==> config.mk <==
export PLATFORM = sky130hd
export DESIGN_NAME = tmrf_cfg_flat
export DESIGN_NICKNAME = d
export VERILOG_FILES = /design/src/rtl/core/tile_map_rect_fill_defines.svh /design/src/rtl/core/tmrf_pkg.sv /design/src/rtl/core/tmrf_ifs.sv /design/src/rtl/core/tmrf_cfg.sv /design/src/flat_wrapper.sv
export SDC_FILE = /design/constraint.sdc
export NUM_CORES = 1
export LEC_CHECK = 0
export BUFFER_PORTS_ARGS = -buffer_cell sky130_fd_sc_hd__clkbuf_2
export CORE_MARGIN = 2
export CORE_UTILIZATION = 51
export CTS_CLUSTER_SIZE = 30
export DETAILED_ROUTE_END_ITERATION = 12
export GPL_TIMING_DRIVEN = 1
export PLACE_DENSITY = 0.91
export SYNTH_ARGS = -nofsm -noshare
export SYNTH_HDL_FRONTEND = slang
export SYNTH_SLANG_ARGS = --single-unit
==> constraint.sdc <==
create_clock -name i_clk -period 2.4 [get_ports i_clk]
set_input_delay 0.48 -clock i_clk [delete_from_list [all_inputs] [get_ports i_clk]]
set_output_delay 0.48 -clock i_clk [all_outputs]
set_load 0.05 [all_outputs]
==> src/rtl/core/tile_map_rect_fill_defines.svh <==
// Assertion macros for the tile map rectangle fill block.
// Used by the modules that carry concurrent checks; expects i_clk and i_rst_n in scope.
`ifndef TILE_MAP_RECT_FILL_DEFINES_SVH
`define TILE_MAP_RECT_FILL_DEFINES_SVH

// Same-cycle implication, checked out of reset
`define TMRF_ASSERT_IMP(label, ante, cons, msg) \
    label: assert property (@(posedge i_clk) disable iff (!i_rst_n) (ante) |-> (cons)) \
        else $error(msg);

// Next-cycle implication, checked out of reset
`define TMRF_ASSERT_NEXT(label, ante, cons, msg) \
    label: assert property (@(posedge i_clk) disable iff (!i_rst_n) (ante) |=> (cons)) \
        else $error(msg);

`endif

==> src/rtl/core/tmrf_pkg.sv <==
// Shared constants, codes and types of the tile map rectangle fill block.
// No dependencies; the interfaces, tmrf_cfg, tmrf_ctrl and the top refer to it by scoped names.
`default_nettype none

package tmrf_pkg;

    // Grid geometry and tile storage
    localparam int MAX_COLS  = 64;
    localparam int MAX_ROWS  = 64;
    localparam int TYPE_BITS = 4;
    localparam int COL_BITS  = $clog2(MAX_COLS);
    localparam int ROW_BITS  = $clog2(MAX_ROWS);
    localparam int ADDR_BITS = COL_BITS + ROW_BITS;
    localparam int DEPTH     = MAX_COLS * MAX_ROWS;

    // Field widths of the channels
    localparam int OP_BITS      = 2;
    localparam int COORD_BITS   = 6;
    localparam int STATUS_BITS  = 2;
    localparam int NB_BITS      = 4;
    localparam int DIM_BITS     = 7;
    localparam int CODE_BITS    = 4;
    localparam int CFG_IDX_BITS = 2;
    localparam int CFG_DATA_BITS = DIM_BITS;

    // Operations
    typedef logic [OP_BITS-1:0] t_op;
    localparam t_op OP_FILL  = 2'd0;
    localparam t_op OP_MARK  = 2'd1;
    localparam t_op OP_QUERY = 2'd2;
    localparam t_op OP_CLEAR = 2'd3;

    // Result status
    typedef logic [STATUS_BITS-1:0] t_status;
    localparam t_status ST_OK     = 2'd0;
    localparam t_status ST_BOUNDS = 2'd1;
    localparam t_status ST_ORDER  = 2'd2;

    // Configuration register indexes
    typedef logic [CFG_IDX_BITS-1:0] t_cfg_idx;
    localparam t_cfg_idx CFG_COLS    = 2'd0;
    localparam t_cfg_idx CFG_ROWS    = 2'd1;
    localparam t_cfg_idx CFG_EMPTY   = 2'd2;
    localparam t_cfg_idx CFG_BLOCKED = 2'd3;

    // Register reset values
    localparam logic [DIM_BITS-1:0]  COLS_RESET    = DIM_BITS'(64);
    localparam logic [DIM_BITS-1:0]  ROWS_RESET    = DIM_BITS'(64);
    localparam logic [CODE_BITS-1:0] EMPTY_RESET   = CODE_BITS'(0);
    localparam logic [CODE_BITS-1:0] BLOCKED_RESET = CODE_BITS'(1);

    // Effective configuration seen by the controller
    typedef struct packed {
        logic [DIM_BITS-1:0]  cols;
        logic [DIM_BITS-1:0]  rows;
        logic [TYPE_BITS-1:0] empty_type;
        logic [CODE_BITS-1:0] blocked;
    } t_cfg;

    // Request to the type and mark memories (shared addresses)
    typedef struct packed {
        logic                 type_we;
        logic                 mark_we;
        logic [ADDR_BITS-1:0] waddr;
        logic [ADDR_BITS-1:0] raddr;
        logic [TYPE_BITS-1:0] type_wdata;
        logic                 mark_wdata;
    } t_mem_req;

    // Tile (x, y) sits at y * MAX_COLS + x
    function automatic logic [ADDR_BITS-1:0] tile_addr(
        input logic [COORD_BITS-1:0] x,
        input logic [COORD_BITS-1:0] y
    );
        return {y[ROW_BITS-1:0], x[COL_BITS-1:0]};
    endfunction

endpackage

`default_nettype wire

==> src/rtl/core/tmrf_ifs.sv <==
// Channel interfaces of the tile map block: operation input, result output, register writes.
// Depends on tmrf_pkg for field widths.
`default_nettype none


interface tmrf_cfg_if;
    logic                                 valid;
    logic                                 ready;
    logic [tmrf_pkg::CFG_IDX_BITS-1:0]    index;
    logic [tmrf_pkg::CFG_DATA_BITS-1:0]   data;

    modport source (output valid, index, data, input ready);
    modport sink   (input valid, index, data, output ready);
endinterface

`default_nettype wire

==> src/rtl/core/tmrf_cfg.sv <==
// Configuration registers of the tile map block and their effective (clamped) values.
// Depends on tmrf_pkg and the tmrf_cfg_if interface.
`default_nettype none

module tmrf_cfg (
    input  wire logic           i_clk,
    input  wire logic           i_rst_n,
    tmrf_cfg_if.sink            i_cfg,
    output      tmrf_pkg::t_cfg o_cfg
);

    logic [tmrf_pkg::DIM_BITS-1:0]  r_cols;
    logic [tmrf_pkg::DIM_BITS-1:0]  r_rows;
    logic [tmrf_pkg::CODE_BITS-1:0] r_empty;
    logic [tmrf_pkg::CODE_BITS-1:0] r_blocked;

    // Writes are taken in any cycle
    assign i_cfg.ready = 1'b1;

    // Register file
    always_ff @(posedge i_clk) begin
        if (!i_rst_n) begin
            r_cols    <= tmrf_pkg::COLS_RESET;
            r_rows    <= tmrf_pkg::ROWS_RESET;
            r_empty   <= tmrf_pkg::EMPTY_RESET;
            r_blocked <= tmrf_pkg::BLOCKED_RESET;
        end else if (i_cfg.valid && i_cfg.ready) begin
            case (i_cfg.index)
                tmrf_pkg::CFG_COLS:    r_cols    <= i_cfg.data;
                tmrf_pkg::CFG_ROWS:    r_rows    <= i_cfg.data;
                tmrf_pkg::CFG_EMPTY:   r_empty   <= i_cfg.data[tmrf_pkg::CODE_BITS-1:0];
                tmrf_pkg::CFG_BLOCKED: r_blocked <= i_cfg.data[tmrf_pkg::CODE_BITS-1:0];
                default: ;
            endcase
        end
    end

    // Clamp grid size to 1..MAX, keep codes to the stored type width
    always_comb begin
        if (r_cols == '0) begin
            o_cfg.cols = tmrf_pkg::DIM_BITS'(1);
        end else if (r_cols > tmrf_pkg::DIM_BITS'(tmrf_pkg::MAX_COLS)) begin
            o_cfg.cols = tmrf_pkg::DIM_BITS'(tmrf_pkg::MAX_COLS);
        end else begin
            o_cfg.cols = r_cols;
        end
        if (r_rows == '0) begin
            o_cfg.rows = tmrf_pkg::DIM_BITS'(1);
        end else if (r_rows > tmrf_pkg::DIM_BITS'(tmrf_pkg::MAX_ROWS)) begin
            o_cfg.rows = tmrf_pkg::DIM_BITS'(tmrf_pkg::MAX_ROWS);
        end else begin
            o_cfg.rows = r_rows;
        end
        o_cfg.empty_type = r_empty[tmrf_pkg::TYPE_BITS-1:0];
        o_cfg.blocked    = r_blocked;
    end

endmodule

`default_nettype wire

==> src/flat_wrapper.sv <==
// flat-port wrapper written by rule: the top's interface ports become plain ports
module tmrf_cfg_flat 
  (i_clk, i_rst_n, o_cfg, i_cfg_valid, i_cfg_index, i_cfg_data, i_cfg_ready);
  tmrf_cfg_if i_cfg_i ();
  input  wire logic i_clk;
  input  wire logic i_rst_n;
  output      tmrf_pkg::t_cfg o_cfg;
  input wire logic [$bits(i_cfg_i.valid)-1:0] i_cfg_valid;
  input wire logic [$bits(i_cfg_i.index)-1:0] i_cfg_index;
  input wire logic [$bits(i_cfg_i.data)-1:0] i_cfg_data;
  output wire logic [$bits(i_cfg_i.ready)-1:0] i_cfg_ready;
  assign i_cfg_i.valid = i_cfg_valid;
  assign i_cfg_i.index = i_cfg_index;
  assign i_cfg_i.data = i_cfg_data;
  assign i_cfg_ready = i_cfg_i.ready;
  tmrf_cfg u_core (.i_clk(i_clk), .i_rst_n(i_rst_n), .i_cfg(i_cfg_i), .o_cfg(o_cfg));
endmodule
==> metrics <==
Worst Clk Skew=0 ns; post-synth top area cell=dfxtp_1; post-synthesis sequential area ratio=44.9%; pwr dens=548 mW/mm^2; antenna fix cells=0; starting DRC count in detailed routing=11; slew margin rel.=66.6%; Max VDD drop=0.399 mV; area fraction of the dominant cell type after synthesis=44.9%; I/O Buffers=33; Syn Area/Cell=9.25 sq um; HP Class=input port to flop; Reg clk slew, reported paths=0.11 ns; minimum clock period=2.00 ns; cts repair resizes=0; Leak Pwr=0.589 nW; critical path's largest stage delay=0.37 ns; initial antenna violation count=0; worst path required time=1.92 ns; Vias/cell=5.05; GPL Wtd Cong=0.799; Die W=47.9 um; Pre-antenna DRT Iters=4; stages on the worst setup path=3; R2R Setup Slk=1.62 ns; design area=0.00117 sq mm; critical-path cell list=or3_1 > o41ai_2 > clkbuf_2; crit path to=o_cfg[8]; FF+latch count, synth=22; worst slew pin tran=0.502 ns; period utilisation layout=83.3%; vias in the first global route=729; TNS Setup=0 ns; Sink Count=22; reg2reg start=u_core.r_cols[6]; Starting Density=55.6%; Clock Latency Late Sink=0.29 ns; reg2reg path depth=2; gr ovfl total=0; nets@finish=147; share of flip-flops with an asynchronous set or reset=0%; Fmax achieved=500 MHz; area delta synth->final=19.1%; Max Root-Sink Buffers=2; CTS Hold Bufs=0; final WL=1.80 mm; Slew Limit Fails=0; Crit Reg-Reg Endpoint=u_core.r_cols[6]; Ys Warns=0; CTS root buffer=clkbuf_4; Worst path slowest cell=or3_1; final hold slack=0.449 ns; Worst Path Max Fanout=3; Syn Nets=118; setup bufs post-CTS=0; post-DP HPWL=1.41 mm; gate count of the mapped netlist=106; CP Class=flop to output port; # Max-Cap Violations=0; Netlist cell types=21; Setup crit start=u_core.r_rows[1]; Synth Flop Type=dfxtp_1; Vert. Die Dim=47.9 um; WL/cell=11.4 um; # rows=15; first-pass GRT wire length=3.04 mm; crit start category=flop; DRC viols=0; CTS tree=done; Synth area leaders=dfxtp_1 (45%), mux2i_1 (21%), nand2_1 (9.6%), nor2b_1 (8.3%), clkbuf_1 (1.9%); outcome=complete, no violations; die area=0.00229 sq mm; WP buf/inv=1; family with the most delay on the worst path=simple AND/OR/NAND/NOR gates; Final Hold Viols=0; via count=798; Num CTS Buffers=3; total track usage=18.9%; Finished Core Util=66.2%; Setup-failing EPs final=0; Max H-tree Level=1; Synth Cell Area=981 sq um; pin count of the biggest net entering global routing=30; number of synthesized flops with an enable pin=0; unrepaired setup endpoints after global routing=false; core area=0.00176 sq mm; layout cells sized above 1=28.6%; DP Area=0.00115 sq mm; antenna viol nets, final=0; Crit. End Element=output port; io pins=35; critical path arrival=1.52 ns
-- state kept, by name (all words and copies together), names as in the netlist --
register	count
u_core.r_blocked	4
u_core.r_empty	4
u_core.r_cols	7
u_core.r_rows	7
-- cell usage after synthesis (2+ instances only) --
library cell	count
or3_1	2
and3b_1	2
nand2b_1	2
nor2b_1	13
o41ai_1	2
mux2i_1	21
nand2_1	25
clkbuf_1	5
dfxtp_1	22
-- final cells by class --
| class | instances | area [sq um] |
|---|---|---|
| multi-input cells | 74 | 505 |
| well taps | 25 | 31.3 |
| flip-flops and latches | 22 | 440 |
| repair buffers | 33 | 165 |
| inverters | 1 | 3.75 |
| clock buffers | 3 | 22.5 |
| fillers | 157 | 596 |
-- report_power, final --
group          switching [W]  internal, W
clock network      0.0000977    0.0000583
registers         0.00000954     0.000378
logic              0.0000650    0.0000313
-- how the worst min path moves through the flow --
stage	start	to	slack, ns	cells after the start
after floorplan	u_core.r_cols[0]	u_core.r_cols[0]	0.44	2
after global placement	u_core.r_empty[1]	u_core.r_empty[1]	0.44	2
after detailed placement	u_core.r_blocked[1]	u_core.r_blocked[1]	0.45	2
after CTS	i_cfg_data[4]	u_core.r_rows[4]	0.44	3
after global routing	i_cfg_data[4]	u_core.r_rows[4]	0.46	3
final	i_cfg_data[4]	u_core.r_rows[4]	0.45	3
-- cell families (layout without fill, tap and decap cells) --
group,Yosys count,after routing,synth area share (%)
mux,21,21,21.4
flops,22,22,44.9
buf+inv,10,37,5.10
other cells,1,1,0.382
simple gates,49,49,25.6
compound gates,3,3,2.55
-- cell usage in the layout, fill, tap and decap left out, drive strengths merged --
cell type | synthesis | layout
and3 | 1 | 1
and3b | 2 | 2
clkbuf | 5 | 36
conb | 1 | 1
dfxtp | 22 | 22
inv | 1 | 1
mux2i | 21 | 21
nand2 | 25 | 25
nand2b | 2 | 2
nand3 | 1 | 1
nand3b | 1 | 1
nand4 | 1 | 1
nor2b | 13 | 13
o211ai | 1 | 1
o41ai | 2 | 2
or3 | 2 | 2
or3b | 1 | 1
-- worst register-to-register path: cells and delay by family (launching register included) --
kind	cells	cell delay, ns
muxes	1	0.13
DFF	1	0.50
and+or+nand+nor	1	0.08
-- metal layers --
metal	global-route usage [%]	vias to the layer above	wire, um	part of all wire [%]
met1	23.7	356	745	41
met2	30.9	32	883	49
li1	-	404	-	-
met3	3.02	6	120	6.7
met5	0	-	0	0
met4	9.73	0	51	2.8
-- stage by stage --
step	total power [W]	instances	setup WS, ns
2_1_floorplan	0.000470	106	0.327
3_3_place_gp	0.000490	155	0.740
3_5_place_dp	0.000493	155	0.720
4_1_cts	0.000647	158	0.380
5_1_grt	0.000668	158	0.339
6_report	0.000640	158	0.400
Power figures use the tool's default switching activity.
