$ cat config.mk
export PLATFORM = sky130hd
export DESIGN_NAME = tmrf_ctrl_flat
export DESIGN_NICKNAME = d
export VERILOG_FILES = /design/src/rtl/core/tmrf_pkg.sv /design/src/rtl/core/tmrf_ifs.sv /design/src/rtl/core/tmrf_ctrl.sv /design/src/flat_wrapper.sv
export VERILOG_INCLUDE_DIRS = /design/src /design/src/rtl/core
export SDC_FILE = /design/constraint.sdc
export NUM_CORES = 1
export LEC_CHECK = 0
export BUFFER_PORTS_ARGS = -buffer_cell sky130_fd_sc_hd__buf_2
export CORE_UTILIZATION = 27
export DETAILED_ROUTE_END_ITERATION = 10
export MAX_ROUTING_LAYER = met4
export PLACE_DENSITY_LB_ADDON = 0.15
export SETUP_SLACK_MARGIN = 0.3
export SLEW_MARGIN = 10
export SYNTH_ARGS = -nofsm -noshare
export SYNTH_HDL_FRONTEND = slang
export SYNTH_SLANG_ARGS = --single-unit
$ cat constraint.sdc
create_clock -name i_clk -period 3 [get_ports i_clk]
set_input_delay 0.45 -clock i_clk [delete_from_list [all_inputs] [get_ports i_clk]]
set_output_delay 0.45 -clock i_clk [all_outputs]
set_load 0.1 [all_outputs]
$ cat src/rtl/core/tile_map_rect_fill_defines.svh
// Assertion macros for the tile map rectangle fill block.
// Used by the modules that carry concurrent checks; expects i_clk and i_rst_n in scope.
`ifndef TILE_MAP_RECT_FILL_DEFINES_SVH
`define TILE_MAP_RECT_FILL_DEFINES_SVH

// Same-cycle implication, checked out of reset
`define TMRF_ASSERT_IMP(label, ante, cons, msg) \
    label: assert property (@(posedge i_clk) disable iff (!i_rst_n) (ante) |-> (cons)) \
        else $error(msg);

// Next-cycle implication, checked out of reset
`define TMRF_ASSERT_NEXT(label, ante, cons, msg) \
    label: assert property (@(posedge i_clk) disable iff (!i_rst_n) (ante) |=> (cons)) \
        else $error(msg);

`endif

$ cat src/rtl/core/tmrf_pkg.sv
// Shared constants, codes and types of the tile map rectangle fill block.
// No dependencies; the interfaces, tmrf_cfg, tmrf_ctrl and the top refer to it by scoped names.
`default_nettype none

package tmrf_pkg;

    // Grid geometry and tile storage
    localparam int MAX_COLS  = 64;
    localparam int MAX_ROWS  = 64;
    localparam int TYPE_BITS = 4;
    localparam int COL_BITS  = $clog2(MAX_COLS);
    localparam int ROW_BITS  = $clog2(MAX_ROWS);
    localparam int ADDR_BITS = COL_BITS + ROW_BITS;
    localparam int DEPTH     = MAX_COLS * MAX_ROWS;

    // Field widths of the channels
    localparam int OP_BITS      = 2;
    localparam int COORD_BITS   = 6;
    localparam int STATUS_BITS  = 2;
    localparam int NB_BITS      = 4;
    localparam int DIM_BITS     = 7;
    localparam int CODE_BITS    = 4;
    localparam int CFG_IDX_BITS = 2;
    localparam int CFG_DATA_BITS = DIM_BITS;

    // Operations
    typedef logic [OP_BITS-1:0] t_op;
    localparam t_op OP_FILL  = 2'd0;
    localparam t_op OP_MARK  = 2'd1;
    localparam t_op OP_QUERY = 2'd2;
    localparam t_op OP_CLEAR = 2'd3;

    // Result status
    typedef logic [STATUS_BITS-1:0] t_status;
    localparam t_status ST_OK     = 2'd0;
    localparam t_status ST_BOUNDS = 2'd1;
    localparam t_status ST_ORDER  = 2'd2;

    // Configuration register indexes
    typedef logic [CFG_IDX_BITS-1:0] t_cfg_idx;
    localparam t_cfg_idx CFG_COLS    = 2'd0;
    localparam t_cfg_idx CFG_ROWS    = 2'd1;
    localparam t_cfg_idx CFG_EMPTY   = 2'd2;
    localparam t_cfg_idx CFG_BLOCKED = 2'd3;

    // Register reset values
    localparam logic [DIM_BITS-1:0]  COLS_RESET    = DIM_BITS'(64);
    localparam logic [DIM_BITS-1:0]  ROWS_RESET    = DIM_BITS'(64);
    localparam logic [CODE_BITS-1:0] EMPTY_RESET   = CODE_BITS'(0);
    localparam logic [CODE_BITS-1:0] BLOCKED_RESET = CODE_BITS'(1);

    // Effective configuration seen by the controller
    typedef struct packed {
        logic [DIM_BITS-1:0]  cols;
        logic [DIM_BITS-1:0]  rows;
        logic [TYPE_BITS-1:0] empty_type;
        logic [CODE_BITS-1:0] blocked;
    } t_cfg;

    // Request to the type and mark memories (shared addresses)
    typedef struct packed {
        logic                 type_we;
        logic                 mark_we;
        logic [ADDR_BITS-1:0] waddr;
        logic [ADDR_BITS-1:0] raddr;
        logic [TYPE_BITS-1:0] type_wdata;
        logic                 mark_wdata;
    } t_mem_req;

    // Tile (x, y) sits at y * MAX_COLS + x
    function automatic logic [ADDR_BITS-1:0] tile_addr(
        input logic [COORD_BITS-1:0] x,
        input logic [COORD_BITS-1:0] y
    );
        return {y[ROW_BITS-1:0], x[COL_BITS-1:0]};
    endfunction

endpackage

`default_nettype wire

$ cat src/rtl/core/tmrf_ifs.sv
// Channel interfaces of the tile map block: operation input, result output, register writes.
// Depends on tmrf_pkg for field widths.
`default_nettype none

interface tmrf_in_if;
    logic                                valid;
    logic                                ready;
    logic [tmrf_pkg::OP_BITS-1:0]        operation;
    logic [tmrf_pkg::COORD_BITS-1:0]     x_low;
    logic [tmrf_pkg::COORD_BITS-1:0]     y_low;
    logic [tmrf_pkg::COORD_BITS-1:0]     x_high;
    logic [tmrf_pkg::COORD_BITS-1:0]     y_high;
    logic [tmrf_pkg::TYPE_BITS-1:0]      tile_type;
    logic                                overwrite;
    logic                                mark_value;

    modport source (
        output valid, operation, x_low, y_low, x_high, y_high, tile_type, overwrite,
               mark_value,
        input  ready
    );
    modport sink (
        input  valid, operation, x_low, y_low, x_high, y_high, tile_type, overwrite,
               mark_value,
        output ready
    );
endinterface

interface tmrf_out_if;
    logic                                valid;
    logic                                ready;
    logic [tmrf_pkg::STATUS_BITS-1:0]    status;
    logic [tmrf_pkg::TYPE_BITS-1:0]      read_type;
    logic                                read_mark;
    logic [tmrf_pkg::NB_BITS-1:0]        open_neighbours;

    modport source (
        output valid, status, read_type, read_mark, open_neighbours,
        input  ready
    );
    modport sink (
        input  valid, status, read_type, read_mark, open_neighbours,
        output ready
    );
endinterface


`default_nettype wire

$ cat src/rtl/core/tmrf_ctrl.sv
// Sequencer of the tile map block: bounds checks, rectangle scan with read-modify-write,
// neighbour query, clearing sweep and the result register. Depends on tmrf_pkg, tmrf_ifs.
`default_nettype none
`include "tile_map_rect_fill_defines.svh"

module tmrf_ctrl (
    input  wire logic                               i_clk,
    input  wire logic                               i_rst_n,
    tmrf_in_if.sink                                 i_in,
    tmrf_out_if.source                              o_out,
    input  wire tmrf_pkg::t_cfg                     i_cfg,
    output      tmrf_pkg::t_mem_req                 o_mem,
    input  wire logic [tmrf_pkg::TYPE_BITS-1:0]     i_type_rdata,
    input  wire logic                               i_mark_rdata
);

    // Sequencer states
    localparam logic [2:0] S_IDLE  = 3'd0;
    localparam logic [2:0] S_CLEAR = 3'd1;
    localparam logic [2:0] S_SCAN  = 3'd2;
    localparam logic [2:0] S_QUERY = 3'd3;
    localparam logic [2:0] S_DRAIN = 3'd4;
    localparam logic [2:0] S_DONE  = 3'd5;

    // Query read order
    localparam logic [2:0] Q_CENTER = 3'd0;
    localparam logic [2:0] Q_UP     = 3'd1;
    localparam logic [2:0] Q_DOWN   = 3'd2;
    localparam logic [2:0] Q_LEFT   = 3'd3;
    localparam logic [2:0] Q_RIGHT  = 3'd4;

    localparam int CB = tmrf_pkg::COORD_BITS;
    localparam int DB = tmrf_pkg::DIM_BITS;
    localparam int AB = tmrf_pkg::ADDR_BITS;

    logic [2:0]                       r_state, n_state;
    logic                             r_init;
    logic                             r_wv;
    logic [AB-1:0]                    r_cnt;
    logic                             r_out_valid;

    tmrf_pkg::t_op                    r_op;
    logic [CB-1:0]                    r_xl, r_yl, r_xh, r_yh, r_x, r_y;
    logic [tmrf_pkg::TYPE_BITS-1:0]   r_ttype;
    logic                             r_over;
    logic                             r_mval;
    logic [tmrf_pkg::TYPE_BITS-1:0]   r_clr_type;
    logic [2:0]                       r_qstep, r_wstep;
    logic [AB-1:0]                    r_waddr;

    tmrf_pkg::t_status                r_status;
    logic [tmrf_pkg::TYPE_BITS-1:0]   r_rtype;
    logic                             r_rmark;
    logic [tmrf_pkg::NB_BITS-1:0]     r_open;

    tmrf_pkg::t_status                r_out_status;
    logic [tmrf_pkg::TYPE_BITS-1:0]   r_out_rtype;
    logic                             r_out_rmark;
    logic [tmrf_pkg::NB_BITS-1:0]     r_out_open;

    logic                             in_acc;
    logic                             out_load;
    tmrf_pkg::t_status                acc_status;
    logic                             xl_out, yl_out, xh_out, yh_out;
    logic                             scan_last_x, scan_last;
    logic [AB-1:0]                    q_addr;
    logic                             up_ok, down_ok, left_ok, right_ok;
    logic                             nb_open;

    assign in_acc     = i_in.valid && i_in.ready;
    assign i_in.ready = (r_state == S_IDLE);
    assign out_load   = (r_state == S_DONE) && (!r_out_valid || o_out.ready);

    // Check corners of the incoming transaction
    always_comb begin
        xl_out = DB'(i_in.x_low)  >= i_cfg.cols;
        yl_out = DB'(i_in.y_low)  >= i_cfg.rows;
        xh_out = DB'(i_in.x_high) >= i_cfg.cols;
        yh_out = DB'(i_in.y_high) >= i_cfg.rows;
        acc_status = tmrf_pkg::ST_OK;
        case (i_in.operation)
            tmrf_pkg::OP_QUERY: begin
                if (xl_out || yl_out) begin
                    acc_status = tmrf_pkg::ST_BOUNDS;
                end
            end
            tmrf_pkg::OP_CLEAR: acc_status = tmrf_pkg::ST_OK;
            default: begin
                if (xl_out || yl_out || xh_out || yh_out) begin
                    acc_status = tmrf_pkg::ST_BOUNDS;
                end else if (i_in.x_low > i_in.x_high || i_in.y_low > i_in.y_high) begin
                    acc_status = tmrf_pkg::ST_ORDER;
                end
            end
        endcase
    end

    // Scan position and query addresses
    assign scan_last_x = (r_x == r_xh);
    assign scan_last   = scan_last_x && (r_y == r_yh);

    always_comb begin
        case (r_qstep)
            Q_CENTER: q_addr = tmrf_pkg::tile_addr(r_xl, r_yl);
            Q_UP:     q_addr = tmrf_pkg::tile_addr(r_xl, r_yl + CB'(1));
            Q_DOWN:   q_addr = tmrf_pkg::tile_addr(r_xl, r_yl - CB'(1));
            Q_LEFT:   q_addr = tmrf_pkg::tile_addr(r_xl - CB'(1), r_yl);
            Q_RIGHT:  q_addr = tmrf_pkg::tile_addr(r_xl + CB'(1), r_yl);
            default:  q_addr = tmrf_pkg::tile_addr(r_xl, r_yl);
        endcase
    end

    // Neighbour presence inside the grid in use
    assign up_ok    = (DB'(r_yl) + DB'(1)) < i_cfg.rows;
    assign down_ok  = (r_yl != '0);
    assign left_ok  = (r_xl != '0);
    assign right_ok = (DB'(r_xl) + DB'(1)) < i_cfg.cols;
    assign nb_open  = (tmrf_pkg::CODE_BITS'(i_type_rdata) != i_cfg.blocked);

    // Memory requests: clearing sweep, or write-back in the cycle after the scan read
    always_comb begin
        o_mem            = '0;
        o_mem.type_wdata = r_ttype;
        o_mem.mark_wdata = r_mval;
        o_mem.waddr      = r_waddr;
        case (r_state)
            S_SCAN:  o_mem.raddr = tmrf_pkg::tile_addr(r_x, r_y);
            S_QUERY: o_mem.raddr = q_addr;
            default: o_mem.raddr = tmrf_pkg::tile_addr(r_x, r_y);
        endcase
        if (r_state == S_CLEAR) begin
            o_mem.type_we    = 1'b1;
            o_mem.mark_we    = 1'b1;
            o_mem.waddr      = r_cnt;
            o_mem.type_wdata = r_clr_type;
            o_mem.mark_wdata = 1'b0;
        end else if (r_wv && r_op == tmrf_pkg::OP_FILL) begin
            o_mem.type_we = r_over || (i_type_rdata == i_cfg.empty_type);
        end else if (r_wv && r_op == tmrf_pkg::OP_MARK) begin
            o_mem.mark_we = 1'b1;
        end
    end

    // Next state
    always_comb begin
        n_state = r_state;
        case (r_state)
            S_IDLE: begin
                if (in_acc) begin
                    if (i_in.operation == tmrf_pkg::OP_CLEAR) begin
                        n_state = S_CLEAR;
                    end else if (acc_status != tmrf_pkg::ST_OK) begin
                        n_state = S_DONE;
                    end else if (i_in.operation == tmrf_pkg::OP_QUERY) begin
                        n_state = S_QUERY;
                    end else begin
                        n_state = S_SCAN;
                    end
                end
            end
            S_CLEAR: begin
                if (r_cnt == AB'(tmrf_pkg::DEPTH - 1)) begin
                    n_state = r_init ? S_IDLE : S_DONE;
                end
            end
            S_SCAN:  if (scan_last) n_state = S_DRAIN;
            S_QUERY: if (r_qstep == Q_RIGHT) n_state = S_DRAIN;
            S_DRAIN: n_state = S_DONE;
            S_DONE:  if (out_load) n_state = S_IDLE;
            default: n_state = S_IDLE;
        endcase
    end

    // Control registers
    always_ff @(posedge i_clk) begin
        if (!i_rst_n) begin
            r_state     <= S_CLEAR;
            r_init      <= 1'b1;
            r_cnt       <= '0;
            r_clr_type  <= '0;
            r_wv        <= 1'b0;
            r_out_valid <= 1'b0;
        end else begin
            r_state <= n_state;
            r_wv    <= (r_state == S_SCAN) || (r_state == S_QUERY);
            if (r_state == S_CLEAR) begin
                r_cnt <= r_cnt + AB'(1);
                if (r_cnt == AB'(tmrf_pkg::DEPTH - 1)) begin
                    r_init <= 1'b0;
                end
            end
            if (in_acc) begin
                r_cnt      <= '0;
                r_clr_type <= i_cfg.empty_type;
            end
            if (out_load) begin
                r_out_valid <= 1'b1;
            end else if (o_out.ready) begin
                r_out_valid <= 1'b0;
            end
        end
    end

    // Transaction fields, scan position and result
    always_ff @(posedge i_clk) begin
        if (in_acc) begin
            r_op     <= i_in.operation;
            r_xl     <= i_in.x_low;
            r_yl     <= i_in.y_low;
            r_xh     <= i_in.x_high;
            r_yh     <= i_in.y_high;
            r_ttype  <= i_in.tile_type;
            r_over   <= i_in.overwrite;
            r_mval   <= i_in.mark_value;
            r_x      <= i_in.x_low;
            r_y      <= i_in.y_low;
            r_qstep  <= Q_CENTER;
            r_status <= acc_status;
            r_rtype  <= '0;
            r_rmark  <= 1'b0;
            r_open   <= '0;
        end
        // Advance the scan one tile a cycle, row by row
        if (r_state == S_SCAN) begin
            r_waddr <= tmrf_pkg::tile_addr(r_x, r_y);
            if (scan_last_x) begin
                r_x <= r_xl;
                r_y <= r_y + CB'(1);
            end else begin
                r_x <= r_x + CB'(1);
            end
        end
        // Step through the five query reads
        if (r_state == S_QUERY) begin
            r_wstep <= r_qstep;
            r_qstep <= r_qstep + 3'd1;
        end
        // Capture query read data
        if (r_wv && r_op == tmrf_pkg::OP_QUERY) begin
            case (r_wstep)
                Q_CENTER: begin
                    r_rtype <= i_type_rdata;
                    r_rmark <= i_mark_rdata;
                end
                Q_UP:    r_open[0] <= up_ok && nb_open;
                Q_DOWN:  r_open[1] <= down_ok && nb_open;
                Q_LEFT:  r_open[2] <= left_ok && nb_open;
                Q_RIGHT: r_open[3] <= right_ok && nb_open;
                default: ;
            endcase
        end
        if (out_load) begin
            r_out_status <= r_status;
            r_out_rtype  <= r_rtype;
            r_out_rmark  <= r_rmark;
            r_out_open   <= r_open;
        end
    end

    assign o_out.valid           = r_out_valid;
    assign o_out.status          = r_out_status;
    assign o_out.read_type       = r_out_rtype;
    assign o_out.read_mark       = r_out_rmark;
    assign o_out.open_neighbours = r_out_open;

    // Checks
    `TMRF_ASSERT_IMP(a_scan_in_rect, r_state == S_SCAN,
        r_x >= r_xl && r_x <= r_xh && r_y >= r_yl && r_y <= r_yh,
        "scan position left the rectangle")
    `TMRF_ASSERT_IMP(a_type_write_fill_only, o_mem.type_we && r_state != S_CLEAR,
        r_op == tmrf_pkg::OP_FILL, "type write outside fill or clear")
    `TMRF_ASSERT_IMP(a_fail_fields_zero, r_state == S_DONE && r_status != tmrf_pkg::ST_OK,
        r_rtype == '0 && r_rmark == 1'b0 && r_open == '0, "failed result carries data")
    `TMRF_ASSERT_IMP(a_no_accept_in_init, i_in.valid && i_in.ready, !r_init,
        "transaction taken during clearing pass")
    `TMRF_ASSERT_NEXT(a_clear_starts, i_in.valid && i_in.ready &&
        i_in.operation == tmrf_pkg::OP_CLEAR, r_state == S_CLEAR && r_cnt == '0,
        "clear did not start its sweep")

endmodule

`default_nettype wire

$ cat src/flat_wrapper.sv
// flat-port wrapper written by rule: the top's interface ports become plain ports
module tmrf_ctrl_flat 
  (i_clk, i_rst_n, i_cfg, o_mem, i_type_rdata, i_mark_rdata, i_in_valid, i_in_operation, i_in_x_low, i_in_y_low, i_in_x_high, i_in_y_high, i_in_tile_type, i_in_overwrite, i_in_mark_value, i_in_ready, o_out_valid, o_out_status, o_out_read_type, o_out_read_mark, o_out_open_neighbours, o_out_ready);
  tmrf_in_if i_in_i ();
  tmrf_out_if o_out_i ();
  input  wire logic i_clk;
  input  wire logic i_rst_n;
  input  wire tmrf_pkg::t_cfg i_cfg;
  output      tmrf_pkg::t_mem_req o_mem;
  input  wire logic [tmrf_pkg::TYPE_BITS-1:0] i_type_rdata;
  input  wire logic i_mark_rdata;
  input wire logic [$bits(i_in_i.valid)-1:0] i_in_valid;
  input wire logic [$bits(i_in_i.operation)-1:0] i_in_operation;
  input wire logic [$bits(i_in_i.x_low)-1:0] i_in_x_low;
  input wire logic [$bits(i_in_i.y_low)-1:0] i_in_y_low;
  input wire logic [$bits(i_in_i.x_high)-1:0] i_in_x_high;
  input wire logic [$bits(i_in_i.y_high)-1:0] i_in_y_high;
  input wire logic [$bits(i_in_i.tile_type)-1:0] i_in_tile_type;
  input wire logic [$bits(i_in_i.overwrite)-1:0] i_in_overwrite;
  input wire logic [$bits(i_in_i.mark_value)-1:0] i_in_mark_value;
  output wire logic [$bits(i_in_i.ready)-1:0] i_in_ready;
  output wire logic [$bits(o_out_i.valid)-1:0] o_out_valid;
  output wire logic [$bits(o_out_i.status)-1:0] o_out_status;
  output wire logic [$bits(o_out_i.read_type)-1:0] o_out_read_type;
  output wire logic [$bits(o_out_i.read_mark)-1:0] o_out_read_mark;
  output wire logic [$bits(o_out_i.open_neighbours)-1:0] o_out_open_neighbours;
  input wire logic [$bits(o_out_i.ready)-1:0] o_out_ready;
  assign i_in_i.valid = i_in_valid;
  assign i_in_i.operation = i_in_operation;
  assign i_in_i.x_low = i_in_x_low;
  assign i_in_i.y_low = i_in_y_low;
  assign i_in_i.x_high = i_in_x_high;
  assign i_in_i.y_high = i_in_y_high;
  assign i_in_i.tile_type = i_in_tile_type;
  assign i_in_i.overwrite = i_in_overwrite;
  assign i_in_i.mark_value = i_in_mark_value;
  assign i_in_ready = i_in_i.ready;
  assign o_out_valid = o_out_i.valid;
  assign o_out_status = o_out_i.status;
  assign o_out_read_type = o_out_i.read_type;
  assign o_out_read_mark = o_out_i.read_mark;
  assign o_out_open_neighbours = o_out_i.open_neighbours;
  assign o_out_i.ready = o_out_ready;
  tmrf_ctrl u_core (.i_clk(i_clk), .i_rst_n(i_rst_n), .i_in(i_in_i), .o_out(o_out_i), .i_cfg(i_cfg), .o_mem(o_mem), .i_type_rdata(i_type_rdata), .i_mark_rdata(i_mark_rdata));
endmodule
==> results of run 1 <==
-- cells by family (layout without fill, tap and decap cells) --
kind of cell / count (synthesis) / in the layout
DFF: 106 / 106
muxes: 2 / 2
xor gates and xnor gates: 49 / 49
adders and majority gates: 69 / 69
buffers and inverters: 63 / 191
and+or+nand+nor: 236 / 236
AOI/OAI and AO/OA: 132 / 132
-- state kept, by name, summed over array words and instances (netlist names), 3 cells and up --
| signal | count |
|---|---|
| u_core.r_yh | 6 |
| u_core.r_state | 3 |
| u_core.r_y | 6 |
| u_core.r_yl | 6 |
| u_core.r_x | 6 |
| u_core.r_ttype | 4 |
| u_core.r_xh | 6 |
| u_core.r_wstep | 3 |
| u_core.r_cnt | 12 |
| u_core.r_open | 4 |
| u_core.r_clr_type | 4 |
| u_core.r_rtype | 4 |
| u_core.o_out.open_neighbours | 4 |
| u_core.o_out.read_type | 4 |
| u_core.r_waddr | 12 |
| u_core.r_xl | 6 |
| u_core.r_qstep | 3 |
-- area by class of cell --
| cell class | count | area, um^2 |
|---|---|---|
| clock buffers | 15 | 300 |
| clock inverters | 1 | 5.00 |
| fillers | 2380 | 14700 |
| inverters | 45 | 169 |
| multi-input cells | 488 | 3600 |
| flip-flops and latches | 106 | 2810 |
| well taps | 313 | 392 |
| repair buffers | 130 | 893 |
-- power by group through the flow --
stage | Sequential, mW | Clock (mW) | Combinational (mW)
2_1_floorplan | 1.59 | 0 | 0.158
3_3_place_gp | 1.59 | 0 | 0.267
3_5_place_dp | 1.59 | 0 | 0.278
4_1_cts | 1.56 | 1.25 | 0.280
5_1_grt | 1.56 | 1.30 | 0.312
6_report | 1.56 | 1.21 | 0.276
-- what timing repair did --
| item | CTS | global route |
|---|---|---|
| hold buffers | 0 | 0 |
| setup buffers | 2 | 4 |
| pin swaps | 8 | 23 |
| gates resized for setup | 11 | 17 |
| setup endpoints to repair | 16 | 12 |
-- placed cells by master (no fill, tap or decap), drive strengths merged, types with 3 or more instances in the layout --
| cell type | Yosys | routed |
|---|---|---|
| a211oi | 10 | 10 |
| a21boi | 6 | 6 |
| a21o | 7 | 7 |
| a21oi | 26 | 26 |
| a22o | 5 | 5 |
| a22oi | 7 | 7 |
| and3 | 10 | 10 |
| buf | 3 | 129 |
| clkbuf | 15 | 16 |
| dfxtp | 37 | 37 |
| edfxtp | 69 | 69 |
| ha | 67 | 67 |
| inv | 45 | 45 |
| nand2 | 105 | 105 |
| nand2b | 11 | 11 |
| nand3 | 19 | 19 |
| nand3b | 3 | 3 |
| nand4 | 11 | 11 |
| nand4b | 3 | 3 |
| nor2 | 44 | 44 |
| nor2b | 6 | 6 |
| nor3 | 5 | 5 |
| nor4 | 4 | 4 |
| o211ai | 5 | 5 |
| o21ai | 33 | 33 |
| o21bai | 4 | 4 |
| or2 | 3 | 3 |
| or3 | 4 | 4 |
| xnor2 | 30 | 30 |
| xor2 | 19 | 19 |
-- worst min path at each step --
stage	startpoint	to	slack, ns
after floorplan	u_core.r_status[0]$_DFFE_PP_	u_core.o_out.status[0]$_DFFE_PP_	0.40
after global placement	u_core.r_status[0]$_DFFE_PP_	u_core.o_out.status[0]$_DFFE_PP_	0.41
after detailed placement	u_core.r_rmark$_DFF_P_	u_core.o_out.read_mark$_DFFE_PP_	0.42
after CTS	i_in_tile_type[2]	u_core.r_ttype[2]$_DFFE_PP_	0.26
after global routing	i_in_overwrite	u_core.r_over$_DFFE_PP_	0.26
final	i_in_mark_value	u_core.r_mval$_DFFE_PP_	0.27
-- stage by stage --
stage          power [mW]  cells  hold slack, ns
5_1_grt              3.17   1098           0.258
4_1_cts              3.09   1094           0.260
3_3_place_gp         1.86   1076           0.406
6_report             3.04   1098           0.272
2_1_floorplan        1.75    657           0.400
3_5_place_dp         1.87   1076           0.416
-- routing by layer --
metal  wire length, um  vias to the layer above
met4               209                        0
met3               893                       14
li1                  -                     2597
met2              8330                      141
met1              8670                     2508
met5                 0                        -
-- worst max-delay path: cells and delay by family (launching register included) --
family,cells,cell delay [ns]
xor gates and xnor gates,1,0.12
buffers and inverters,2,0.31
adders and majority gates,2,0.39
and+or+nand+nor,2,0.52
DFF,1,0.41
AOI/OAI and AO/OA,4,0.64
==> qor.txt, run 1 <==
data required time at the worst endpoint -> 2.55 ns
Seq/Total Area, Yosys -> 0.441
CTS Buf Count -> 9
port bufs -> 106
CP Class -> reg2out
failing checks -> setup timing
worst path arrival time -> 2.74 ns
FF+latch count, synth -> 106
largest net degree at the start of global routing -> 30
Simple-Gate Fraction of Synth Area -> 0.173
Synth Area in XOR/XNOR -> 0.0673
worst min-delay path class -> in2reg
fin. max-slew vios -> 0
# clock sinks -> 106
Final Util -> 0.357
GRT met3 Usage -> 0.0311
Max-Cap Viols -> 0
CP peak stage delay -> 0.41 ns
Synth Area in Compound Gates -> 0.139
Antenna diodes -> 0
Worst Path Max Fanout -> 6
worst skew pair latency -> 0.35 ns
Area Overhead vs Synth -> 28.2%
pwr/cell area -> 372 mW/mm^2
Achievable Freq -> 314 MHz
H-tree levels -> 3
largest family of logic cells by synthesized area -> simple AND/OR/NAND/NOR gates
number of synthesis warnings -> 0
via count -> 5,260
reg2reg end -> u_core.r_open[0]$_DFF_P_
r2r startpoint -> u_core.r_yl[0]$_DFFE_PP_
Net Sw Power -> 0.692 mW
syn avg cell area -> 9.71 um^2
final WL -> 18,100 um
synth unique cells -> 60
core box area -> 0.0229 mm^2
Die X -> 156 um
Critical path origin -> u_core.r_qstep[0]$_SDFFCE_PN0P_
Placer Congestion -> 0.832
worst-margin pin slew -> 0.763 ns
Main synth FF type -> edfxtp_1
Final Instance Area -> 0.00818 mm^2
combinational power share -> 0.091
post-route setup TNS -> -0.595 ns
Post-Syn Area -> 0.00638 mm^2
Clock Tree Root -> clkbuf_16
number of DRC markers in iteration 0 -> 263
IO Count -> 107
largest cells by area after synthesis -> edfxtp_1, ha_1, dfxtp_1, nand2_1, xnor2_1
top-area cell type share of the netlist area -> 0.325
CTS clk-pin slew, worst paths -> 0.07 ns
DP Worst Slack -> 0.0998 ns
antenna violations before repair -> 0
global-route wire length before repair -> 28,200 um
share of cells above drive strength 1 -> 0.242
Internal Power -> 2.35 mW
Initial Util -> 0.278
final setup violating endpoints -> 4
worst reg2reg setup slack -> 0.75 ns
Worst path slowest cell -> edfxtp_1
Setup crit end -> o_mem[16]
Synth Area in Adders -> 0.138
outcome -> finished, violations left
crit start category -> flip-flop
Rel. slew slack -> 0.486
vias in the first global route -> 5,306
post-synthesis mux area share -> 0.00314
crit path time final -> 3.19 ns
Tcrit/Tclk final -> 1.06
Worst Setup End Kind -> output pin
Global Route met2 Usage -> 0.252
Row Count -> 55
RSZ-0062 raised after global routing -> true
clock power share -> 0.398
CTS tree -> done
GR peak layer -> met2
skew final -> 0.00895 ns
Post-synth top cells -> nand2_1, edfxtp_1, ha_1, inv_1, nor2_1
fin nets -> 912
WL per Instance -> 16.5 um
Die Height -> 156 um
count leader, synth -> nand2_1
Clock Tree Buf Depth -> 2
GR Layer Usage met1 -> 0.205
GRT Total Usage -> 0.157
final hold violation count -> 0
post-DR vias/cell -> 4.79
area leader, netlist -> edfxtp_1
Syn Nets -> 789
DRC -> 0
Synth async-reset ratio -> 0
Pre-antenna DRT Iters -> 4
Switching Share -> 0.227
placed wire-length estimate -> 14,200 um
total gr overflow -> 0
Post-DP Area -> 0.00767 mm^2
DRT antenna net count -> 0
die area -> 0.0242 mm^2
EDFF count, synth -> 69
critical-path cell list -> inv_2 > ha_4 > nor2b_4 > ha_4 > a21oi_4 > o211ai_1 > a21oi_1 > xnor2_1 > and4b_1 > o31ai_4 > buf_12
post-route setup slack -> -0.186 ns
hold path depth -> 1
Leakage -> 3.42 nW
Reg2Reg Depth -> 7
Flop pwr share -> 0.512
Mapped Cells -> 657
Worst VDD drop -> 0.000239 V
most used cell, CP -> ha_4
No activity file was read; power rests on OpenSTA's default activity.
==> run 2, diff against run 1 <==
==> constraint.sdc (replaced) <==
create_clock -name i_clk -period 3 [get_ports i_clk]
set_input_delay 0.45 -clock i_clk [delete_from_list [all_inputs] [get_ports i_clk]]
set_output_delay 0.45 -clock i_clk [all_outputs]
set_load 0.005 [all_outputs]
==> run 2 against run 1 <==
  * The flow still finishes with violations (setup timing)
  * Hold slack lost 0.011 ns
  * Non-clock buffer count grew 9
  * Global-route usage grew 0.39 points
  * Clock skew shrank 0.0012 ns
  * Sequential power is essentially flat
  * Utilization shrank 0.97 points
  * Design area shrank 2.7%
  * Maximum frequency grew 4.1%
  * Clock power shrank 3%
  * Die area is the same
  * Critical endpoint is now o_mem[10]
==> qor.txt, run 2 (synthesis results as in run 1) <==
port bufs -> 106 (unchanged)
fin. max-slew vios -> 0 (unchanged)
vias in the first global route -> 5,209 (-1.8%)
Area Overhead vs Synth -> 24.7%
Placed Cells -> 1,081 (+0.46%)
GRT Total Usage -> 0.161 (+0.00385)
IO Count -> 107 (unchanged)
via count -> 5,219 (-0.78%)
critical-path cell list -> inv_2 > buf_4 > ha_4 > nand2_8 > buf_6 > ha_4 > o21ai_2 > o21bai_1 > a21oi_1 > mux2i_1 > and3_1 > o31ai_2 > buf_2
Pre-antenna DRT Iters -> 4 (unchanged)
Die Height -> 156 um (unchanged)
final hold violation count -> 0 (unchanged)
worst-margin pin slew -> 0.676 ns (-0.0869 ns)
Worst Path Max Fanout -> 5 (-1)
post-route setup TNS -> -0.104 ns (+0.491 ns)
DRT antenna net count -> 0 (unchanged)
final setup violating endpoints -> 2 (-2)
most common cell after layout, fill and taps aside -> buf_2
RSZ-0062 raised after global routing -> true
number of DRC markers in iteration 0 -> 235 (-11%)
commonest cells after routing, fill and taps aside -> buf_2, nand2_1, edfxtp_1, ha_1, nor2_1
Die X -> 156 um (unchanged)
core box area -> 0.0229 mm^2 (unchanged)
H-tree levels -> 3 (unchanged)
biggest regs -> u_core.r_cnt: 12 flops, u_core.r_waddr: 12 flops
# clock sinks -> 106 (unchanged)
worst path bufs/invs -> 4 (+2)
Worst path slowest cell -> edfxtp_1
Tcrit/Tclk final -> 1.02 (-0.0414)
antenna violations before repair -> 0 (unchanged)
Finished Layout Cells -> 1,107 (+0.82%)
Achievable Freq -> 327 MHz (+4.1%)
crit start category -> flip-flop
data required time at the worst endpoint -> 2.55 ns (about the same)
final WL -> 18,500 um (+2.1%)
post-DR vias/cell -> 4.71 (-1.6%)
worst skew pair latency -> 0.36 ns (about the same)
outcome -> finished, violations left
share of cells above drive strength 1 -> 0.236 (-0.00652)
Worst Setup End Kind -> output pin
WL per Instance -> 16.7 um (+1.3%)
global-route wire length before repair -> 28,900 um (+2.5%)
Antenna diodes -> 0 (unchanged)
Post-DP Area -> 0.00740 mm^2 (-3.6%)
Clock Tree Buf Depth -> 2 (unchanged)
Initial Util -> 0.278 (unchanged)
skew final -> 0.00773 ns (-0.00122 ns)
placed wire-length estimate -> 14,200 um (-0.40%)
worst min-delay path class -> in2reg
Placer Congestion -> 0.783 (-5.9%)
Final Instance Area -> 0.00795 mm^2 (-2.7%)
CTS Buf Count -> 9 (unchanged)
CP peak stage delay -> 0.40 ns (about the same)
Row Count -> 55 (unchanged)
Max-Cap Viols -> 0 (unchanged)
CTS tree -> done
die area -> 0.0242 mm^2 (unchanged)
failing checks -> setup timing
delay-heaviest family, CP -> compound AO/OA/AOI/OAI gates
Rel. slew slack -> 0.544 (+0.0585)
crit path time final -> 3.06 ns (-0.124 ns)
DRC -> 0 (unchanged)
CP Class -> reg2out
worst path arrival time -> 2.61 ns (-0.13 ns)
largest net degree at the start of global routing -> 24 (-20%)
fin nets -> 921 (+0.99%)
total gr overflow -> 0 (unchanged)
Clock Tree Root -> clkbuf_16
post-route setup slack -> -0.0616 ns (+0.124 ns)
Leakage -> 3.38 nW (-1.3%)
pwr/cell area -> 374 mW/mm^2 (+0.50%)
Worst VDD drop -> 0.000220 V (-8.0%)
most used cell, CP -> ha_4
CTS clk-pin slew, worst paths -> 0.08 ns (about the same)
==> run 2: final cells by class <==
type	count	area (um^2)
Fill cell	2398	15000
Multi-Input combinational cell	488	3510
Sequential cell	106	2810
Timing Repair Buffer	139	790
Tap cell	313	392
Clock buffer	9	225
Inverter	45	169
Clock inverter	7	60.1
==> run 2: power breakdown <==
| group | internal, mW | switching [mW] | leakage, nW |
|---|---|---|---|
| Combinational | 0.110 | 0.139 | 2.31 |
| Sequential | 1.55 | 0.00567 | 0.931 |
| Clock | 0.579 | 0.590 | 0.139 |
==> run 2: worst paths after layout <==
| check | start | to | slack [ns] | cells after the start |
|---|---|---|---|---|
| setup / recovery | u_core.r_qstep[0]$_SDFFCE_PN0P_ | o_mem[10] | -0.06 | 13 |
| hold / removal | i_in_tile_type[3] | u_core.r_ttype[3]$_DFFE_PP_ | 0.26 | 1 |
| setup reg to reg | u_core.r_yl[0]$_DFFE_PP_ | u_core.r_open[0]$_DFF_P_ | 0.76 | 8 |
| hold reg to reg | u_core.r_status[1]$_DFFE_PP_ | u_core.o_out.status[1]$_DFFE_PP_ | 0.43 | 0 |
==> run 2: routing by layer <==
layer  vias up  share of wire  track usage
met4         0          0.022       0.0514
met2       139           0.43        0.245
met3        32          0.043       0.0328
met5         -              0            -
li1       2622              -            -
met1      2426           0.50        0.213
==> run 2: what timing repair did <==
item	in CTS	in global routing
gates resized for setup	27	14
endpoints found under the setup margin	10	10
pin swaps	8	32
setup buffers	3	7
hold buffers	0	0
==> run 2: per-stage QoR <==
step	utilization	setup WS (ns)	hold slack, ns	power (mW)
2_1_floorplan	-	0.429	0.400	1.72
3_3_place_gp	0.323	0.230	0.408	1.84
3_5_place_dp	0.323	0.203	0.416	1.84
4_1_cts	0.343	-0.0178	0.247	3.02
5_1_grt	0.347	-0.188	0.238	3.11
6_report	0.347	-0.0616	0.261	2.97
==> run 3, diff against run 2 <==
--- a/config.mk
+++ b/config.mk
@@ -6,6 +6,7 @@
 export SDC_FILE = /design/constraint.sdc
 export NUM_CORES = 1
 export LEC_CHECK = 0
+export ABC_AREA = 1
 export BUFFER_PORTS_ARGS = -buffer_cell sky130_fd_sc_hd__buf_2
 export CORE_UTILIZATION = 27
 export DETAILED_ROUTE_END_ITERATION = 10
==> run 3 against run 2 <==
  * The run now ends clean
  * Sequential power up 34%
  * Sequential cell count unchanged
  * First-iteration DRC count up 27%
  * Register-to-register slack better by 0.06 ns
  * Maximum frequency up 3.1%
  * Die area up 5.0%
  * Non-clock buffer count down 9
  * Critical path depth up 2
  * Clock power up 6%
  * Design area up 4.1%
  * Sequential share of layout area down 1.4 points
  * Setup slack better by 0.092 ns
  * Critical endpoint unchanged
  * Largest cell class unchanged
  * Highest routed layer unchanged
==> qor.txt, run 3 <==
worst skew pair latency -> 0.36 ns (about the same)
Initial Util -> 0.276 (-0.00269)
CP peak stage delay -> 0.48 ns (+0.08 ns)
largest cells by area after synthesis -> edfxtp_1, ha_1, dfxtp_1, nand2_1, inv_1
post-route setup slack -> 0.0300 ns (+0.0917 ns)
Placer Congestion -> 0.843 (+7.7%)
CP Class -> reg2out
CTS tree -> done
Finished Layout Cells -> 1,252 (+13%)
GRT Total Usage -> 0.153 (-0.00827)
Die X -> 160 um (+2.5%)
Leakage -> 3.72 nW (+10%)
largest net degree at the start of global routing -> 39 (+63%)
Synth async-reset ratio -> 0 (unchanged)
critical-path cell list -> inv_2 > ha_4 > nand2_4 > ha_4 > nand2_2 > nand2_2 > a31oi_2 > or2_1 > nand2_1 > a21oi_2 > buf_4 > nand2_2 > nand3_1 > a21oi_1 > buf_2
pwr/cell area -> 684 mW/mm^2 (+83%)
Area Overhead vs Synth -> 23.6%
number of synthesis warnings -> 0 (unchanged)
worst path bufs/invs -> 3 (-1)
fin. max-slew vios -> 0 (unchanged)
Achievable Freq -> 337 MHz (+3.1%)
Seq/Total Area, Yosys -> 0.420 (-0.0214)
placed wire-length estimate -> 14,400 um (+1.5%)
Simple-Gate Fraction of Synth Area -> 0.204 (+0.0308)
antenna violations before repair -> 0 (unchanged)
data required time at the worst endpoint -> 2.55 ns (about the same)
total gr overflow -> 0 (unchanged)
CTS Buf Count -> 9 (unchanged)
post-DR vias/cell -> 4.52 (-4.0%)
Synth Area in Adders -> 0.131 (-0.00668)
most used cell, CP -> nand2_2
count leader, synth -> nand2_1
cts hold-fix bufs -> 0 (unchanged)
worst min-delay path class -> in2reg
IO Count -> 107 (unchanged)
syn avg cell area -> 8.47 um^2 (-13%)
worst-margin pin slew -> 0.602 ns (-0.0738 ns)
Die Height -> 160 um (+2.5%)
CTS clk-pin slew, worst paths -> 0.08 ns (about the same)
Placed Cells -> 1,222 (+13%)
Mapped Cells -> 791 (+20%)
RSZ-0062 raised after global routing -> true
hold_ws -> 0.263 ns (+0.00214 ns)
vias in the first global route -> 5,397 (+3.6%)
global-route wire length before repair -> 28,900 um (+0.29%)
Row Count -> 57 (+3.6%)
port bufs -> 106 (unchanged)
outcome -> complete, no violations
Worst Setup End Kind -> output pin
crit start category -> flip-flop
Worst path slowest cell -> edfxtp_1
top-area cell type share of the netlist area -> 0.309 (-0.0158)
WL per Instance -> 14.8 um (-11%)
H-tree levels -> 3 (unchanged)
final setup violating endpoints -> 0 (-2)
commonest cells after routing, fill and taps aside -> nand2_1, inv_1, buf_2, edfxtp_1, ha_1
most common cell after layout, fill and taps aside -> nand2_1
Clock Tree Buf Depth -> 2 (unchanged)
synth unique cells -> 51 (-15%)
largest family of logic cells by synthesized area -> simple AND/OR/NAND/NOR gates
Syn Nets -> 923 (+17%)
Worst Path Max Fanout -> 4 (-1)
post-synthesis mux area share -> 0 (-0.00314)
Max-Cap Viols -> 0 (unchanged)
Antenna diodes -> 0 (unchanged)
crit path time final -> 2.97 ns (-0.0917 ns)
# fillers -> 2,544 (+6.1%)
Main synth FF type -> edfxtp_1
DRT antenna net count -> 0 (unchanged)
FF+latch area -> 0.00281 mm^2 (unchanged)
core box area -> 0.0243 mm^2 (+6.1%)
biggest regs -> u_core.r_cnt: 12 flops, u_core.r_waddr: 12 flops
skew final -> 0.00937 ns (+0.00164 ns)
post-route setup TNS -> 0 ns (+0.104 ns)
die area -> 0.0255 mm^2 (+5.0%)
Tcrit/Tclk final -> 0.990 (-0.0306)
EDFF count, synth -> 69 (unchanged)
Worst VDD drop -> 0.000354 V (+61%)
FF+latch count, synth -> 106 (unchanged)
Synth Area in XOR/XNOR -> 0.0418 (-0.0255)
area leader, netlist -> edfxtp_1
number of DRC markers in iteration 0 -> 299 (+27%)
fin nets -> 1,055 (+15%)
worst path arrival time -> 2.52 ns (-0.09 ns)
DRC -> 0 (unchanged)
final hold violation count -> 0 (unchanged)
via count -> 5,664 (+8.5%)
Final Util -> 0.341 (-0.00656)
Clock Tree Root -> clkbuf_16
Synth Area in Compound Gates -> 0.119 (-0.0198)
Multi-input gate area -> 0.00351 mm^2 (about the same)
delay-heaviest family, CP -> simple AND/OR/NAND/NOR gates
# clock sinks -> 106 (unchanged)
Rel. slew slack -> 0.598 (+0.0534)
Pre-antenna DRT Iters -> 5 (+1)
final WL -> 18,600 um (+0.56%)
share of cells above drive strength 1 -> 0.236 (+0.000475)
Post-Syn Area -> 0.00670 mm^2 (+5.1%)
Post-synth top cells -> nand2_1, inv_1, edfxtp_1, ha_1, nor2_1
DP Worst Slack -> 0.222 ns (+0.0183 ns)
==> run 3: changes by cell type after synthesis, sizes merged, moves of 9 or more <==
cell,change
inv,+92
nor2,+19
nand2b,-11
xnor2,-19
nor3,+10
a211oi,-9
nand3,+25
and3,-10
nand2,+50
o21ai,+28
a21oi,+25
clkbuf,-14
==> run 3: power breakdown <==
| part | total [mW] | internal (mW) | switching, mW |
|---|---|---|---|
| clock network | 1.24 | 0.656 | 0.588 |
| registers | 2.09 | 1.85 | 0.248 |
| logic | 2.33 | 0.921 | 1.41 |
| total | 5.67 | 3.42 | 2.24 |
==> run 3: kinds of logic (layout without fill, tap and decap cells) <==
logic type	count (synthesis)	in the layout
AO/OA/AOI/OAI	139	139
buffers and inverters	147	284
AND/OR/NAND/NOR	298	298
adder cells (fa/ha/maj)	69	69
flip-flops	106	106
XOR/XNOR	32	32
==> run 3: layout make-up <==
cell class,count,share of cell area
well taps,324,0.0490
clock buffers,9,0.0272
inverters,138,0.0628
flip-flops and latches,106,0.340
multi-input cells,538,0.423
clock inverters,7,0.00937
repair buffers,130,0.0885
==> run 3: worst paths after layout <==
kind	start	cells past startpoint	slack, ns	to
worst min register to register	u_core.r_status[1]$_DFFE_PP_	0	0.43	u_core.o_out.status[1]$_DFFE_PP_
worst min-delay path	i_in_overwrite	1	0.26	u_core.r_over$_DFFE_PP_
worst max-delay path	u_core.r_qstep[1]$_SDFFCE_PN0P_	15	0.03	o_mem[10]
worst max register to register	u_core.r_yl[0]$_DFFE_PP_	7	0.82	u_core.r_open[0]$_DFF_P_
==> run 3: stage by stage <==
stage,cell area [um^2],total power [mW]
floorplan,6700,3.44
global placement,7670,4.27
detailed placement,7670,4.26
CTS,8180,5.65
global route,8280,6.11
finish,8280,5.67
==> run 3: routing by layer <==
layer	global-route usage	vias to the layer above	wire (um)
met5	-	-	0
met4	0.0695	0	522
met3	0.0206	27	746
met2	0.230	144	8160
met1	0.203	2569	9150
li1	-	2924	-
==> run 3: repair_timing <==
action / CTS / global route
resized for setup: 32 / 18
setup buffers: 10 / 4
pin swaps: 14 / 24
endpoints found under the setup margin: 10 / 12
